`config.mk`:
```
export PLATFORM = sky130hd
export DESIGN_NAME = bisc_cmd_queue
export DESIGN_NICKNAME = d
export VERILOG_FILES = /design/src/rtl/bisc_pkg.sv /design/src/rtl/bisc_cmd_queue.sv
export SDC_FILE = /design/constraint.sdc
export NUM_CORES = 1
export LEC_CHECK = 0
export ABC_AREA = 1
export BUFFER_PORTS_ARGS = -buffer_cell sky130_fd_sc_hd__buf_4
export CAP_MARGIN = 20
export CORE_ASPECT_RATIO = 1.2
export CORE_MARGIN = 2
export CORE_UTILIZATION = 45
export CTS_CLUSTER_DIAMETER = 50
export CTS_CLUSTER_SIZE = 24
export DETAILED_ROUTE_END_ITERATION = 8
export PLACE_DENSITY_LB_ADDON = 0.15
export SYNTH_ARGS = -nofsm -noshare
export SYNTH_HDL_FRONTEND = slang
export SYNTH_SLANG_ARGS = --single-unit
```
`constraint.sdc`:
```
create_clock -name clock -period 2.8 [get_ports clock]
set_input_delay 0.28 -clock clock [delete_from_list [all_inputs] [get_ports clock]]
set_output_delay 0.28 -clock clock [all_outputs]
set_load 0.02 [all_outputs]
```
`src/rtl/bisc_pkg.sv`:
```
// Shared constants, types and the blend function of the image scaler.
// Used by every module of the block; depends on nothing.
package bisc_pkg;

   // Store geometry and arithmetic format
   localparam int MAX_SRC_WIDTH  = 256;
   localparam int MAX_SRC_HEIGHT = 256;
   localparam int PIXEL_BITS     = 8;
   localparam int FRAC_BITS      = 16;

   localparam int STORE_DEPTH = MAX_SRC_WIDTH * MAX_SRC_HEIGHT;
   localparam int ADDR_BITS   = $clog2(STORE_DEPTH);
   localparam int COL_BITS    = $clog2(MAX_SRC_WIDTH);
   localparam int ROW_BITS    = $clog2(MAX_SRC_HEIGHT);
   localparam int DIM_W_BITS  = $clog2(MAX_SRC_WIDTH + 1);
   localparam int DIM_H_BITS  = $clog2(MAX_SRC_HEIGHT + 1);

   // Port field widths
   localparam int SIZE_BITS      = 9;
   localparam int STEP_BITS      = 24;
   localparam int SRC_COORD_BITS = 8;
   localparam int IN_PIX_BITS    = 8;
   localparam int OUT_COORD_BITS = 12;
   localparam int OUT_PIX_BITS   = 8;
   localparam int CSR_DATA_BITS  = 24;
   localparam int CSR_INDEX_BITS = 3;

   // Source position: coordinate times step
   localparam int POS_BITS = OUT_COORD_BITS + STEP_BITS;
   localparam int INT_BITS = POS_BITS - FRAC_BITS;

   // Register indexes
   localparam logic [CSR_INDEX_BITS-1:0] CSR_SRC_WIDTH   = 3'd0;
   localparam logic [CSR_INDEX_BITS-1:0] CSR_SRC_HEIGHT  = 3'd1;
   localparam logic [CSR_INDEX_BITS-1:0] CSR_COL_STEP    = 3'd2;
   localparam logic [CSR_INDEX_BITS-1:0] CSR_ROW_STEP    = 3'd3;
   localparam logic [CSR_INDEX_BITS-1:0] CSR_INTERP_MODE = 3'd4;

   // Register reset values
   localparam logic [SIZE_BITS-1:0] SIZE_RESET = 9'd256;
   localparam logic [STEP_BITS-1:0] STEP_RESET = 24'd65536;

   // Request kinds on the port
   localparam logic REQ_WRITE = 1'b0;
   localparam logic REQ_READ  = 1'b1;

   // Interpolation modes
   localparam logic MODE_NEAREST  = 1'b0;
   localparam logic MODE_BILINEAR = 1'b1;

   // Command queue and result queue sizes
   localparam int CMD_DEPTH    = 4;
   localparam int CMD_PTR_BITS = $clog2(CMD_DEPTH);
   localparam int CMD_CNT_BITS = $clog2(CMD_DEPTH + 1);
   localparam int OUT_DEPTH    = 4;
   localparam int OUT_PTR_BITS = $clog2(OUT_DEPTH);
   localparam int OUT_CNT_BITS = $clog2(OUT_DEPTH + 1);

   typedef logic [1:0] op_type;

   // Operations handed from front to back
   localparam op_type OP_WRITE   = 2'd0;
   localparam op_type OP_NEAREST = 2'd1;
   localparam op_type OP_BLEND   = 2'd2;

   typedef struct packed {
      op_type                  op;
      logic [COL_BITS-1:0]     x0;
      logic [COL_BITS-1:0]     x1;
      logic [ROW_BITS-1:0]     y0;
      logic [ROW_BITS-1:0]     y1;
      logic [FRAC_BITS-1:0]    fx;
      logic [FRAC_BITS-1:0]    fy;
      logic [PIXEL_BITS-1:0]   pixel;
   } cmd_type;

   typedef struct packed {
      logic [SIZE_BITS-1:0] src_width;
      logic [SIZE_BITS-1:0] src_height;
      logic [STEP_BITS-1:0] col_step;
      logic [STEP_BITS-1:0] row_step;
      logic                 interp_mode;
   } cfg_type;

   typedef struct packed {
      logic                    empty;
      logic [CMD_CNT_BITS-1:0] count;
   } qstat_type;

   // One linear step: a + floor((b - a) * f / 2^F), equal to the
   // truncated weighted sum of a and b
   function automatic logic [PIXEL_BITS-1:0] lerp(
      input logic [PIXEL_BITS-1:0] a,
      input logic [PIXEL_BITS-1:0] b,
      input logic [FRAC_BITS-1:0]  f
   );
      logic signed [PIXEL_BITS:0]           diff;
      logic signed [PIXEL_BITS+FRAC_BITS+1:0] prod;
      logic signed [PIXEL_BITS+FRAC_BITS+1:0] shifted;
      diff    = $signed({1'b0, b}) - $signed({1'b0, a});
      prod    = diff * $signed({1'b0, f});
      shifted = prod >>> FRAC_BITS;
      return a + shifted[PIXEL_BITS-1:0];
   endfunction

endpackage

```
`src/rtl/bisc_cmd_queue.sv`:
```
// Short command queue between the front end and the back end.
// Depends on bisc_pkg for the command type and depth.
module bisc_cmd_queue import bisc_pkg::*; (
   input  logic      clock,
   input  logic      reset,
   input  logic      push,
   input  cmd_type   push_data,
   input  logic      pop,
   output cmd_type   head,
   output qstat_type qstat
);

   cmd_type                 entry_ff [CMD_DEPTH];
   logic [CMD_PTR_BITS-1:0] wr_ptr_ff, wr_ptr_in;
   logic [CMD_PTR_BITS-1:0] rd_ptr_ff, rd_ptr_in;
   logic [CMD_CNT_BITS-1:0] count_ff, count_in;

   // Advance pointers and occupancy
   always_comb begin
      wr_ptr_in = push ? wr_ptr_ff + CMD_PTR_BITS'(1) : wr_ptr_ff;
      rd_ptr_in = pop ? rd_ptr_ff + CMD_PTR_BITS'(1) : rd_ptr_ff;
      count_in  = count_ff + CMD_CNT_BITS'(push) - CMD_CNT_BITS'(pop);
   end

   always_ff @(posedge clock) begin
      if (reset) begin
         wr_ptr_ff <= '0;
         rd_ptr_ff <= '0;
         count_ff  <= '0;
      end else begin
         wr_ptr_ff <= wr_ptr_in;
         rd_ptr_ff <= rd_ptr_in;
         count_ff  <= count_in;
      end
   end

   // Hold the words
   always_ff @(posedge clock) begin
      if (push) begin
         entry_ff[wr_ptr_ff] <= push_data;
      end
   end

   assign head        = entry_ff[rd_ptr_ff];
   assign qstat.empty = (count_ff == '0);
   assign qstat.count = count_ff;

endmodule

```
# Word-level counts from Yosys, hierarchy flattened
# Memory sizes are Yosys's and may differ from the RTL's. A register that Yosys moved wholly into a read port is not among the register bits.
# Cells that the tools add are included.
dict set report totals {
  ff_bits 7
  latch_bits 0
  ram_bits 296
  rom_bits 0
  in_bits 78
  out_inout_bits 78
  n_memories 1
}
# name depth width read_ports rd_clocked_by_memory_dff write_ports line_no
set mem_list {}
lappend mem_list {entry_ff 4 74 1 1 1 bisc_cmd_queue.sv:13} ;# cmd_type entry_ff [CMD_DEPTH];
dict set report op_classes {
  n_addsub 4
  multipliers 0
  div 0
  n_lt_le_gt_ge 0
  eq_ne 0
  n_shift 0
  mux 4
  bitwise 0
  n_reduce_logical 1
}
# cell n
set op_table {}
lappend op_table {{$add A2 B1 Y2 const B} 2}
lappend op_table {{$mux W2} 2}
lappend op_table {{$add A3 B1 Y3} 1}
lappend op_table {{$logic_not A3 Y1} 1}
lappend op_table {{$sub A3 B1 Y3} 1}
lappend op_table {{$mux W1} 2}

# Logic depth before layout (Yosys ltp)
dict set report depth {
  ltp_word 3
  ltp_mapped 8
}

# Worst setup path before layout
# No wires, ideal clock.
dict set report synth_timing {
  path_type {reg-to-reg}
  start {register wr_ptr_ff[0]}
  end {memory entry_ff[2][0] in the netlist's numbering, enable pin}
  arrival_time_ns 2.023
  required_time_ns 2.372
  setup_slack_ns 0.349
  path_stages_with_launch 5
  path_buffers 0
  cell_sequence {dfxtp_1 > inv_1 > ha_1 > nand2_1 > inv_1}
}
# item line_no
set synth_rtl {}
lappend synth_rtl {{start: declaration} bisc_cmd_queue.sv:14} ;# logic [CMD_PTR_BITS-1:0] wr_ptr_ff, wr_ptr_in;
lappend synth_rtl {{start signal: assignment} bisc_cmd_queue.sv:31} ;# wr_ptr_ff <= wr_ptr_in;
lappend synth_rtl {{end: declaration} bisc_cmd_queue.sv:13}
# Straight into the memory's write port.

==> flow_metrics.tcl <==
set metrics [dict create \
    numClockSinks 305 \
    syn_inst 918 \
    drc_errors 0 \
    grt_use_total_pct 16.5 \
    final_cells 1495 \
    area_delta_synth_final_pct 25.3 \
    yosys.area.top_type "edfxtp_1" \
    powerDensity_nw_per_um2 678 \
    antenna_found_initial 1 \
    rsz0062_at_grt "false" \
    hpwl_um 13800 \
    place_inst 1374 \
    num-fill-cells 2130 \
    required_ns 2.52 \
    drive_gt1_share_pct 19.5 \
    async_reset_ff_share_pct 0 \
    syn_area_um2 12100 \
    multi_input_area_um2 2080 \
    clkTransAtPathRegs_ns 0.08 \
    drt_wl_total_um 23300 \
    yosysWarnings 0 \
    hold_class "input pin to flip-flop" \
    dr.pass1.iters 4 \
    tns_ns 0 \
    p_leak_nw 5.94 \
    status "complete, no violations" \
    yosysTopAreaCellShare_pct 73.2 \
    grt_max_degree 171 \
    worst_pin_slew_ns 0.687 \
    min_period_ns 2.36 \
    setup_viol 0 \
    crit_type "flip-flop to output pin" \
    synth_seq_area_share_pct 74.7 \
    drv_cap 0 \
    critPathArrivalTime_ns 2.08 \
    dpl_cell_area_um2 13500 \
    syn-num-nets 1003 \
    ys_top_cells_by_count "edfxtp_1 (296), inv_1 (164), nand2_1 (156), a21oi_1 (80), o211ai_1 (68)" \
    io_pins 156 \
    drv_slew 0 \
    worst_skew_pair.late_latency_ns 0.52 \
    yosysMostFrequentCell "edfxtp_1" \
    overflow 0 \
    setup_ws_ns 0.436 \
    hold_viol 0 \
    fin_util_pct 57.5 \
    clockBufferDepth 3 \
    start_util_pct 45.9 \
    drtIter0Drc 512 \
    viasPerCell 4.82 \
    core-area_um2 26400 \
    synthTopCellsByArea "edfxtp_1 (73%), inv_1 (5.1%), nand2_1 (4.8%)" \
    cts_tree "built" \
    vias 7213 \
    wl_per_cell_um 15.6 \
    post-place-ws_ns 0.964 \
    ant_nets 0 \
    relSlewSlack_pct 54.2 \
    seq_area_um2 9080 \
    numCtsBuffers 24 \
    hold_slack_ns 0.0951 \
    finalClockSkew_ns 0.0167 \
    fin_nets 1226 \
    clockRootBuffer "clkbuf_16" \
    die_area_um2 28300 \
    placement.io_buffers 155 \
    end_kind "output pin" \
    postCtsSetupRepairBufs 0 \
    ys_ff_latch 305 \
    cp-start-kind "flip-flop" \
    peakVddDrop_mv 0.427 \
    synth_top_flop_cell "edfxtp_1" \
    crit_fanout 170 \
    yosysUniqueCellTypes 19 \
    grt_pass1_wl_um 36900 \
    num_rows 65 \
    ctsResizeCount 0 \
    finalPower_mw 10.3 \
    fmax_ghz 0.423 \
    period_share_pct 84.4 \
    die_h_um 184 \
    die_x_um 154 \
    h-tree-depth 1 \
    place.gp.congestion 0.702 \
    final_area_um2 15200 \
    ctsHoldBuffers 76 \
    synth-edff-count 296 \
    syn_avg_cell_area_um2 13.2 \
    grt_pass1_vias 7094 \
]
## power breakdown
group          total, mW  internal [mW]  switching, mW  leakage (nW)
Combinational       1.30          0.520          0.776          2.71
Clock               3.73           2.01           1.72         0.434
Sequential          5.28           5.21         0.0648          2.79
## critical path, stage by stage (launching register included)
cell	delay, ns
dfxtp_4	0.42
buf_12	0.48
a21oi_1	0.14
o21ai_0	0.12
nand2_1	0.11
buf_4	0.17
## final timing paths
kind / depth (start not counted) / start / end / slack, ns
setup / recovery: 5 / flip-flop / head[17] / 0.44
hold / removal: 3 / push / wr_ptr_ff[0] / 0.1
setup reg to reg: 6 / wr_ptr_ff[0] / entry_ff[0][70] / 0.96
hold reg to reg: 2 / rd_ptr_ff[1] / flip-flop / 0.47
## cell type report
type	count	share of cell area, %
sequential	305	59.7
antenna	1	0.0165
tap	335	2.76
clock inverter	19	1.79
multi-input combinational	400	13.7
clock buffer	25	4.11
inverter	164	4.08
timing repair buffer	246	13.9
## cell families after synthesis
group	share of synthesized area (%)
fa+ha+maj	0.783
compound gates	11.3
flops	74.7
simple gates	5.00
buf+inv	8.17
## flip-flops by register name, indices dropped and copies added (netlist names), named ones only
name / cells
entry_ff: 296
rd_ptr_ff: 2
wr_ptr_ff: 2
count_ff: 3
## layout by cell type (no fill, tap or decap), drive strengths merged
| cell type | n |
|---|---|
| a21oi | 80 |
| buf | 170 |
| bufinv | 3 |
| clkbuf | 25 |
| clkinv | 10 |
| clkinvlp | 2 |
| dfxtp | 9 |
| diode | 1 |
| dlygate4sd3 | 76 |
| edfxtp | 296 |
| fa | 1 |
| ha | 6 |
| inv | 168 |
| nand2 | 156 |
| nand3 | 1 |
| nor2 | 3 |
| nor3 | 1 |
| o211ai | 74 |
| o21ai | 78 |
## per-layer routing
layer	GRT usage, %	vias to the layer above	part of all wire (%)
met5	0	-	0
met4	3.21	0	1.2
met3	2.81	25	3.9
met2	29.6	120	51
met1	21.2	3426	44
li1	-	3642	-
Power figures use the tool's default switching activity.
