`config.mk`:
```
export PLATFORM = sky130hd
export DESIGN_NAME = bisc_front
export DESIGN_NICKNAME = d
export VERILOG_FILES = /design/src/rtl/bisc_pkg.sv /design/src/rtl/bisc_front.sv
export SDC_FILE = /design/constraint.sdc
export NUM_CORES = 2
export LEC_CHECK = 0
export ABC_AREA = 1
export BUFFER_PORTS_ARGS = -buffer_cell sky130_fd_sc_hd__buf_2
export CORE_MARGIN = 2
export CORE_UTILIZATION = 45
export DETAILED_ROUTE_END_ITERATION = 12
export RECOVER_POWER = 25
export SLEW_MARGIN = 10
export SYNTH_ARGS = -nofsm -noshare
export SYNTH_HDL_FRONTEND = slang
export SYNTH_SLANG_ARGS = --single-unit
```
`constraint.sdc`:
```
create_clock -name clock -period 9.8 [get_ports clock]
set_input_delay 1.96 -clock clock [delete_from_list [all_inputs] [get_ports clock]]
set_output_delay 1.96 -clock clock [all_outputs]
set_load 0.1 [all_outputs]
```
`src/rtl/bisc_pkg.sv`:
```
// Shared constants, types and the blend function of the image scaler.
// Used by every module of the block; depends on nothing.
package bisc_pkg;

   // Store geometry and arithmetic format
   localparam int MAX_SRC_WIDTH  = 256;
   localparam int MAX_SRC_HEIGHT = 256;
   localparam int PIXEL_BITS     = 8;
   localparam int FRAC_BITS      = 16;

   localparam int STORE_DEPTH = MAX_SRC_WIDTH * MAX_SRC_HEIGHT;
   localparam int ADDR_BITS   = $clog2(STORE_DEPTH);
   localparam int COL_BITS    = $clog2(MAX_SRC_WIDTH);
   localparam int ROW_BITS    = $clog2(MAX_SRC_HEIGHT);
   localparam int DIM_W_BITS  = $clog2(MAX_SRC_WIDTH + 1);
   localparam int DIM_H_BITS  = $clog2(MAX_SRC_HEIGHT + 1);

   // Port field widths
   localparam int SIZE_BITS      = 9;
   localparam int STEP_BITS      = 24;
   localparam int SRC_COORD_BITS = 8;
   localparam int IN_PIX_BITS    = 8;
   localparam int OUT_COORD_BITS = 12;
   localparam int OUT_PIX_BITS   = 8;
   localparam int CSR_DATA_BITS  = 24;
   localparam int CSR_INDEX_BITS = 3;

   // Source position: coordinate times step
   localparam int POS_BITS = OUT_COORD_BITS + STEP_BITS;
   localparam int INT_BITS = POS_BITS - FRAC_BITS;

   // Register indexes
   localparam logic [CSR_INDEX_BITS-1:0] CSR_SRC_WIDTH   = 3'd0;
   localparam logic [CSR_INDEX_BITS-1:0] CSR_SRC_HEIGHT  = 3'd1;
   localparam logic [CSR_INDEX_BITS-1:0] CSR_COL_STEP    = 3'd2;
   localparam logic [CSR_INDEX_BITS-1:0] CSR_ROW_STEP    = 3'd3;
   localparam logic [CSR_INDEX_BITS-1:0] CSR_INTERP_MODE = 3'd4;

   // Register reset values
   localparam logic [SIZE_BITS-1:0] SIZE_RESET = 9'd256;
   localparam logic [STEP_BITS-1:0] STEP_RESET = 24'd65536;

   // Request kinds on the port
   localparam logic REQ_WRITE = 1'b0;
   localparam logic REQ_READ  = 1'b1;

   // Interpolation modes
   localparam logic MODE_NEAREST  = 1'b0;
   localparam logic MODE_BILINEAR = 1'b1;

   // Command queue and result queue sizes
   localparam int CMD_DEPTH    = 4;
   localparam int CMD_PTR_BITS = $clog2(CMD_DEPTH);
   localparam int CMD_CNT_BITS = $clog2(CMD_DEPTH + 1);
   localparam int OUT_DEPTH    = 4;
   localparam int OUT_PTR_BITS = $clog2(OUT_DEPTH);
   localparam int OUT_CNT_BITS = $clog2(OUT_DEPTH + 1);

   typedef logic [1:0] op_type;

   // Operations handed from front to back
   localparam op_type OP_WRITE   = 2'd0;
   localparam op_type OP_NEAREST = 2'd1;
   localparam op_type OP_BLEND   = 2'd2;

   typedef struct packed {
      op_type                  op;
      logic [COL_BITS-1:0]     x0;
      logic [COL_BITS-1:0]     x1;
      logic [ROW_BITS-1:0]     y0;
      logic [ROW_BITS-1:0]     y1;
      logic [FRAC_BITS-1:0]    fx;
      logic [FRAC_BITS-1:0]    fy;
      logic [PIXEL_BITS-1:0]   pixel;
   } cmd_type;

   typedef struct packed {
      logic [SIZE_BITS-1:0] src_width;
      logic [SIZE_BITS-1:0] src_height;
      logic [STEP_BITS-1:0] col_step;
      logic [STEP_BITS-1:0] row_step;
      logic                 interp_mode;
   } cfg_type;

   typedef struct packed {
      logic                    empty;
      logic [CMD_CNT_BITS-1:0] count;
   } qstat_type;

   // One linear step: a + floor((b - a) * f / 2^F), equal to the
   // truncated weighted sum of a and b
   function automatic logic [PIXEL_BITS-1:0] lerp(
      input logic [PIXEL_BITS-1:0] a,
      input logic [PIXEL_BITS-1:0] b,
      input logic [FRAC_BITS-1:0]  f
   );
      logic signed [PIXEL_BITS:0]           diff;
      logic signed [PIXEL_BITS+FRAC_BITS+1:0] prod;
      logic signed [PIXEL_BITS+FRAC_BITS+1:0] shifted;
      diff    = $signed({1'b0, b}) - $signed({1'b0, a});
      prod    = diff * $signed({1'b0, f});
      shifted = prod >>> FRAC_BITS;
      return a + shifted[PIXEL_BITS-1:0];
   endfunction

endpackage

```
`src/rtl/bisc_front.sv`:
```
// Front end: registers requests, forms source positions and neighbours,
// and classifies each request into a command. Depends on bisc_pkg.
module bisc_front import bisc_pkg::*; (
   input  logic                      clock,
   input  logic                      reset,
   input  cfg_type                   cfg,
   input  logic                      push,
   output logic                      full,
   input  logic                      req_type,
   input  logic [SRC_COORD_BITS-1:0] req_src_col,
   input  logic [SRC_COORD_BITS-1:0] req_src_row,
   input  logic [IN_PIX_BITS-1:0]    req_pixel_in,
   input  logic [OUT_COORD_BITS-1:0] req_out_col,
   input  logic [OUT_COORD_BITS-1:0] req_out_row,
   input  qstat_type                 qstat,
   output logic                      cmd_push,
   output cmd_type                   cmd_data
);

   localparam int SUM_BITS = CMD_CNT_BITS + 1;

   logic                      s1_valid_ff, s1_valid_in;
   logic                      s1_type_ff;
   logic [SRC_COORD_BITS-1:0] s1_col_ff, s1_row_ff;
   logic [IN_PIX_BITS-1:0]    s1_pixel_ff;
   logic [OUT_COORD_BITS-1:0] s1_ocol_ff, s1_orow_ff;

   logic                      s2_valid_ff, s2_valid_in;
   logic                      s2_type_ff;
   logic [SRC_COORD_BITS-1:0] s2_col_ff, s2_row_ff;
   logic [IN_PIX_BITS-1:0]    s2_pixel_ff;
   logic [POS_BITS-1:0]       s2_gx_ff, s2_gy_ff;
   logic [POS_BITS-1:0]       gx_in, gy_in;

   logic                      accept;
   logic [SUM_BITS-1:0]       in_flight;
   logic [DIM_W_BITS-1:0]     w_used;
   logic [DIM_H_BITS-1:0]     h_used;
   logic [COL_BITS-1:0]       last_col, x0, x1;
   logic [ROW_BITS-1:0]       last_row, y0, y1;
   logic [INT_BITS-1:0]       xi, yi;
   logic                      write_ok;

   // Stall the port once the queue could not take every word in flight
   assign in_flight = SUM_BITS'(qstat.count) + SUM_BITS'(s1_valid_ff)
                    + SUM_BITS'(s2_valid_ff);
   assign full      = in_flight >= SUM_BITS'(CMD_DEPTH);
   assign accept    = push && !full;

   assign s1_valid_in = accept;
   assign s2_valid_in = s1_valid_ff;

   // Scale output coordinates by the step registers
   assign gx_in = POS_BITS'(s1_ocol_ff) * POS_BITS'(cfg.col_step);
   assign gy_in = POS_BITS'(s1_orow_ff) * POS_BITS'(cfg.row_step);

   always_ff @(posedge clock) begin
      if (reset) begin
         s1_valid_ff <= 1'b0;
         s2_valid_ff <= 1'b0;
      end else begin
         s1_valid_ff <= s1_valid_in;
         s2_valid_ff <= s2_valid_in;
      end
   end

   // Capture the word and the products
   always_ff @(posedge clock) begin
      if (accept) begin
         s1_type_ff  <= req_type;
         s1_col_ff   <= req_src_col;
         s1_row_ff   <= req_src_row;
         s1_pixel_ff <= req_pixel_in;
         s1_ocol_ff  <= req_out_col;
         s1_orow_ff  <= req_out_row;
      end
      if (s1_valid_ff) begin
         s2_type_ff  <= s1_type_ff;
         s2_col_ff   <= s1_col_ff;
         s2_row_ff   <= s1_row_ff;
         s2_pixel_ff <= s1_pixel_ff;
         s2_gx_ff    <= gx_in;
         s2_gy_ff    <= gy_in;
      end
   end

   // Size in use: zero reads as one, oversize reads as the store size
   always_comb begin
      if (cfg.src_width == '0) begin
         w_used = DIM_W_BITS'(1);
      end else if (32'(cfg.src_width) > 32'(MAX_SRC_WIDTH)) begin
         w_used = DIM_W_BITS'(MAX_SRC_WIDTH);
      end else begin
         w_used = DIM_W_BITS'(cfg.src_width);
      end
      if (cfg.src_height == '0) begin
         h_used = DIM_H_BITS'(1);
      end else if (32'(cfg.src_height) > 32'(MAX_SRC_HEIGHT)) begin
         h_used = DIM_H_BITS'(MAX_SRC_HEIGHT);
      end else begin
         h_used = DIM_H_BITS'(cfg.src_height);
      end
   end

   assign last_col = COL_BITS'(w_used - DIM_W_BITS'(1));
   assign last_row = ROW_BITS'(h_used - DIM_H_BITS'(1));

   // Clamp the neighbours to the last column and row in use
   assign xi = s2_gx_ff[POS_BITS-1:FRAC_BITS];
   assign yi = s2_gy_ff[POS_BITS-1:FRAC_BITS];
   assign x0 = (xi >= INT_BITS'(last_col)) ? last_col : xi[COL_BITS-1:0];
   assign y0 = (yi >= INT_BITS'(last_row)) ? last_row : yi[ROW_BITS-1:0];
   assign x1 = (x0 == last_col) ? last_col : x0 + COL_BITS'(1);
   assign y1 = (y0 == last_row) ? last_row : y0 + ROW_BITS'(1);

   // Drop writes that fall outside the store
   assign write_ok = (32'(s2_col_ff) < 32'(MAX_SRC_WIDTH))
                  && (32'(s2_row_ff) < 32'(MAX_SRC_HEIGHT));

   // Classify and build the command
   always_comb begin
      cmd_push       = s2_valid_ff && (s2_type_ff == REQ_READ || write_ok);
      cmd_data.fx    = s2_gx_ff[FRAC_BITS-1:0];
      cmd_data.fy    = s2_gy_ff[FRAC_BITS-1:0];
      cmd_data.pixel = PIXEL_BITS'(s2_pixel_ff);
      if (s2_type_ff == REQ_WRITE) begin
         cmd_data.op = OP_WRITE;
         cmd_data.x0 = COL_BITS'(s2_col_ff);
         cmd_data.x1 = COL_BITS'(s2_col_ff);
         cmd_data.y0 = ROW_BITS'(s2_row_ff);
         cmd_data.y1 = ROW_BITS'(s2_row_ff);
      end else begin
         cmd_data.op = (cfg.interp_mode == MODE_BILINEAR) ? OP_BLEND : OP_NEAREST;
         cmd_data.x0 = x0;
         cmd_data.x1 = x1;
         cmd_data.y0 = y0;
         cmd_data.y1 = y1;
      end
   end

endmodule

```
## Yosys cells after proc, flatten, opt, wreduce, memory -nomap -nowiden

Index checks and enable logic that the tools add are counted.

- $add $sub $neg: 6
- Multiply operators: 2
- Divide/modulo/power cells: 0
- Order comparisons: 5
- Equal/unequal tests: 2
- Shift operators: 0
- Multiplexer cells: 10
- Bitwise gates (word level): 0
- Reductions and logical operators: 4

Operators with widths:

| operator | count |
|---|---|
| 12-bit by 24-bit multiplier with 36-bit output | 2 |
| 8-bit two-way mux | 8 |
| 20-bit by 8-bit >= comparator with 1-bit output | 2 |
| 34-bit two-way mux | 1 |
| 9-bit > comparator (second input constant) | 2 |
| 9-bit logical NOT | 2 |
| 8-bit by 1-bit adder with 8-bit output (second input constant) | 2 |
| 8-bit == test | 2 |
| 8-bit by 1-bit subtractor with 8-bit output (second input constant) | 2 |
| 3-bit by 1-bit adder with 4-bit output | 1 |
| 4-bit by 1-bit adder with 4-bit output | 1 |
| 4-bit by 3-bit >= comparator with 1-bit output (second input constant) | 1 |
| 2-bit two-way mux | 1 |
| 1-bit logical AND | 1 |
| 1-bit logical NOT | 1 |

- Register bits after elaboration: 148
- Bits in latches: 0
- Memory bits (writable): 0
- Bits in read-only memories: 0
- Bits of input ports: 123
- Output and inout bits: 76
- Memories: 0

## Depth between registers and ports, before layout

- Depth after elaboration: 9
- Mapped depth: 31
- Depth with buffers taken out: 30

## Worst setup path before layout

OpenSTA, ideal clock, no wires.

- Path kind: input -> output
- Start point: input port cfg[60] in the netlist's numbering
- End point: output port cmd_data[56] in the netlist's numbering
- Arrival time: 6.718 ns
- Required time: 7.840 ns
- Path slack: 1.122 ns
- Stages on the path: 25
- Cell sequence: nor2_1 > nand2_1 > inv_1 > nand3_1 > nand2_1 > inv_1 > ha_1 > nand3_1 > xor2_1 > inv_1 > ha_1 > inv_1 > nor2_1 > a21oi_1 > nand2_2 > nand2_8 > nand3_1 > nand2_4 > nand2_2 > nand2_2 > nor2_4 > nand2_2 > buf_6 > nor2_1 > o21ai_0

RTL lines:

| element | line | text |
|---|---|---|
| start: declaration | bisc_front.sv:6 | `input cfg_type cfg,` |
| end: declaration | bisc_front.sv:17 | `output cmd_type cmd_data` |

==> results by stage <==
Global route:
- The via count of the first global-routing pass is 19900.
- The final global-route overflow total is 0.
- The total routing usage reported by global routing is 22.8%.
- Entering global routing, the biggest net connects 59 pins.
- The wire length of the first global-routing pass is 102 mm.
- The number of antenna violations at the first check in global routing was 1.

Setup path:
- STA puts the critical path data required time at 7840 ps.
- For flop-to-flop paths, the worst setup slack is 3150 ps.
- The worst reg-to-reg path cell count is 20.
- The critical register-to-register path startpoint is s1_orow_ff[6]$_DFFE_PP_.
- The biggest fanout along the worst timing path is 14.
- Data on the critical path arrives at its endpoint at 6250 ps.
- The kind of end point of the critical path is an output pin.
- On the worst path, the slowest cell contributes a delay of 430 ps.
- The worst register-to-register path ends at s2_gy_ff[32]$_DFFE_PP_.
- The cell with the largest stage delay on the worst path is buf_2.
- The startpoint class of the critical path is an input port.
- The critical path class is input port to output pin.

Synth:
- The net count after synthesis is 3728.
- The async set or reset register ratio after synthesis is 0%.
- Among all flip-flop cells after synthesis, the most frequent one is edfxtp_1.
- After synthesis, the netlist uses 49 different library cells.
- The number of storage elements in the synthesis netlist is 148.
- Summing the sequential cell areas from Yosys gives 17.6% of the chip area.
- The number of enable flip-flop cells after synthesis is 146.
- The cell count after synthesis is 2998.
- The cell with the most instances after synthesis is nand2_1.
- The synthesized netlist occupies a cell area of 25100 µm².
- In this run the mean area of a mapped cell was 8.36 µm².
- The Yosys step of the flow raised 0 warnings.
- By count the netlist is led by nand2_1 (817), inv_1 (785), fa_1 (440).
- Ranked by total cell area, the synthesized netlist is headed by fa_1 (35%), edfxtp_1 (17%), nand2_1 (12%).
- The area share of the largest cell type after synthesis is 35.1%.
- Summed over all instances, the cell type with the most area after synthesis is fa_1.

STA:
- Setup repair after global routing left no endpoint under its margin.
- The number of pins exceeding their max-slew limit in the final report came to 43.
- The clock tree skew after final layout is 12.1 ps.
- Counting I/O delays and the setup requirement, the final critical path takes 8210 ps.
- Of the available clock period, the critical path in the final layout requires 83.8%.
- The hold violation total from the final report is 0.
- Setup violations remaining at the end of the flow were counted as 0.
- For this run, the top clock speed supported by timing is 122 MHz.
- The tightest slew margin relative to the limit is -34.6%.
- At the pin with the least slew margin, the transition time is 2020 ps.
- The sum of negative setup slack is 0 ps.

Final layout:
- The post-route non-filler standard cell count is 3846.
- The area growth from synthesis to layout is 7.65%.
- The total number of nets in the final design is 3815.
- The repair_antennas step left the layout with diodes totalling 0.
- Cells with a size suffix above 1 make up 9.55% of the layout.

Floorplanning:
- The die width is 240 µm.
- The starting utilization of the core area is 45.5%.
- The floorplan has 86 rows.
- The core region is 55100 µm².
- In this run the count of I/O pins placed on the die edge is 199.
- The die footprint is 57600 µm².
- The vertical die dimension is 240 µm.

CTS:
- For this design, the sink count on the clock tree is 148.
- The number of buffers on the longest clock path is 2.
- The tree is rooted in a clkbuf_16.
- The H-tree depth reported by CTS is 4.
- The number of clock buffers added by TritonCTS is 17.
- Post-CTS timing repair inserted 0 buffers for setup.
- The number of buffers added to fix hold violations after cts is 0.
- The clock network latency to the later pin of the worst-skew pair is 480 ps.
- The clock transition at the registers of the reported paths is 70 ps.
- The CTS tree is yes.
- Gates resized during post-CTS repair numbered 0.

Detailed routing:
- The count of vias placed by the detailed router is 19200.
- The final wirelength is 63.0 mm.
- Dividing the detail-routed via count by the number of cells gives 4.98.
- Once detail routing completed, the nets flagged for antenna violations numbered 0.
- The number of remaining DRC errors is 0.
- The first-iteration detailed-routing DRC count is 1352.
- The count of TritonRoute iterations in the first routing pass is 5.
- In the final routed layout, each cell accounts on average for 16.4 µm.

Placed design:
- Once detailed placement completed, the half-perimeter wirelength came to 49.2 mm.
- The cell count after placement is 3814.
- The congestion estimate from routability-driven global placement came to 0.873.
- The count of buffers added on input and output ports is 197.

Min path:
- The beginning of the worst hold path is s1_row_ff[4]$_DFFE_PP_.
- The worst hold path passes through 0 cells.
- The path class of the tightest hold or removal check is flip-flop to flip-flop.
- The destination of the worst hold path is s2_row_ff[4]$_DFFE_PP_.

Pwr:
- In this run the power density over the cells is 310 nW/µm².
- The largest vdd supply drop is 0.236 mV.
- The total power consumption of the routed design is 8.37 mW.
- Summed over all cells, the static leakage comes to 14.7 nW.

Run:
- Max-cap violations in this run came to 1.

Outcome:
- The final reports fail on max-capacitance violations, max-slew violations.
- The flow ran to the end, but the final reports show violations.
cell type report:
| type | instances | area [µm²] |
|---|---|---|
| Fill cell | 5428 | 28100 |
| Inverter | 791 | 2970 |
| Multi-Input combinational cell | 1919 | 17000 |
| Sequential cell | 148 | 4420 |
| Tap cell | 748 | 936 |
| Clock buffer | 17 | 425 |
| Clock inverter | 15 | 175 |
| Timing Repair Buffer | 208 | 1070 |
sequential cells by signal (all words and copies together) (netlist names), 8 cells and up:
name / count
s2_gx_ff: 36
s2_gy_ff: 36
s1_ocol_ff: 12
s1_orow_ff: 12
s1_col_ff: 8
s1_pixel_ff: 8
s1_row_ff: 8
s2_col_ff: 8
s2_pixel_ff: 8
s2_row_ff: 8
worst max-delay path, delay by kind of cell:
family / cells / cell delay [ps]
buf+inv: 8 / 1050
compound gates: 4 / 820
simple gates: 14 / 1700
fa+ha+maj: 3 / 750
cells in the final DEF, fill, tap and decap left out, drive strengths merged, types with 6 or more instances in the layout:
cell type	instances
clkbuf	17
nand2	843
nor2	87
o211ai	7
nor4	6
nor3	8
edfxtp	146
fa	440
o21a	6
xor2	44
nand3	76
o21ai	68
inv	800
ha	167
a21oi	87
buf	208
xnor2	29
nand4	15
o21bai	6
worst max path at each step:
| stage | slack [ps] | depth (start not counted) | endpoint | startpoint |
|---|---|---|---|---|
| after global placement | 1730 | 27 | cmd_data[60] | cfg[60] |
| final | 1590 | 29 | cmd_data[44] | cfg[52] |
| after global routing | 1050 | 28 | cmd_data[44] | cfg[57] |
| after floorplan | 1120 | 25 | cmd_data[56] | cfg[60] |
| after detailed placement | 1670 | 29 | cmd_data[44] | cfg[52] |
| after CTS | 1640 | 29 | cmd_data[44] | cfg[52] |
stage by stage:
stage / hold slack (ps) / setup WS, ps / cell area, µm² / util (%)
2_1_floorplan: 400 / 1120 / 25100 / -
3_3_place_gp: 401 / 1730 / 26400 / 47.9
3_5_place_dp: 405 / 1670 / 26400 / 47.9
4_1_cts: 421 / 1640 / 27000 / 49.0
5_1_grt: 427 / 1050 / 27000 / 49.0
6_report: 420 / 1590 / 27000 / 49.0
power by group:
group / internal (mW) / switching, mW
Combinational: 2.30 / 4.15
Clock: 0.344 / 0.329
Sequential: 1.15 / 0.102
per-layer routing:
metal	global-route usage [%]	vias to the layer above	wire, µm
li1	-	8960	-
met1	31.9	9520	28300
met5	0	-	0
met2	36.5	598	29300
met3	4.00	87	4160
met4	6.72	0	1180
cell families (layout without fill, tap and decap cells):
| kind of cell | count (synthesis) | count (layout) | synth area share [%] |
|---|---|---|---|
| simple gates | 1041 | 1041 | 17.1 |
| flops | 148 | 148 | 17.6 |
| buf+inv | 931 | 1031 | 14.6 |
| compound gates | 198 | 198 | 4.57 |
| xor+xnor | 73 | 73 | 2.58 |
| fa+ha+maj | 607 | 607 | 43.5 |
No activity file was read; power rests on OpenSTA's default activity.
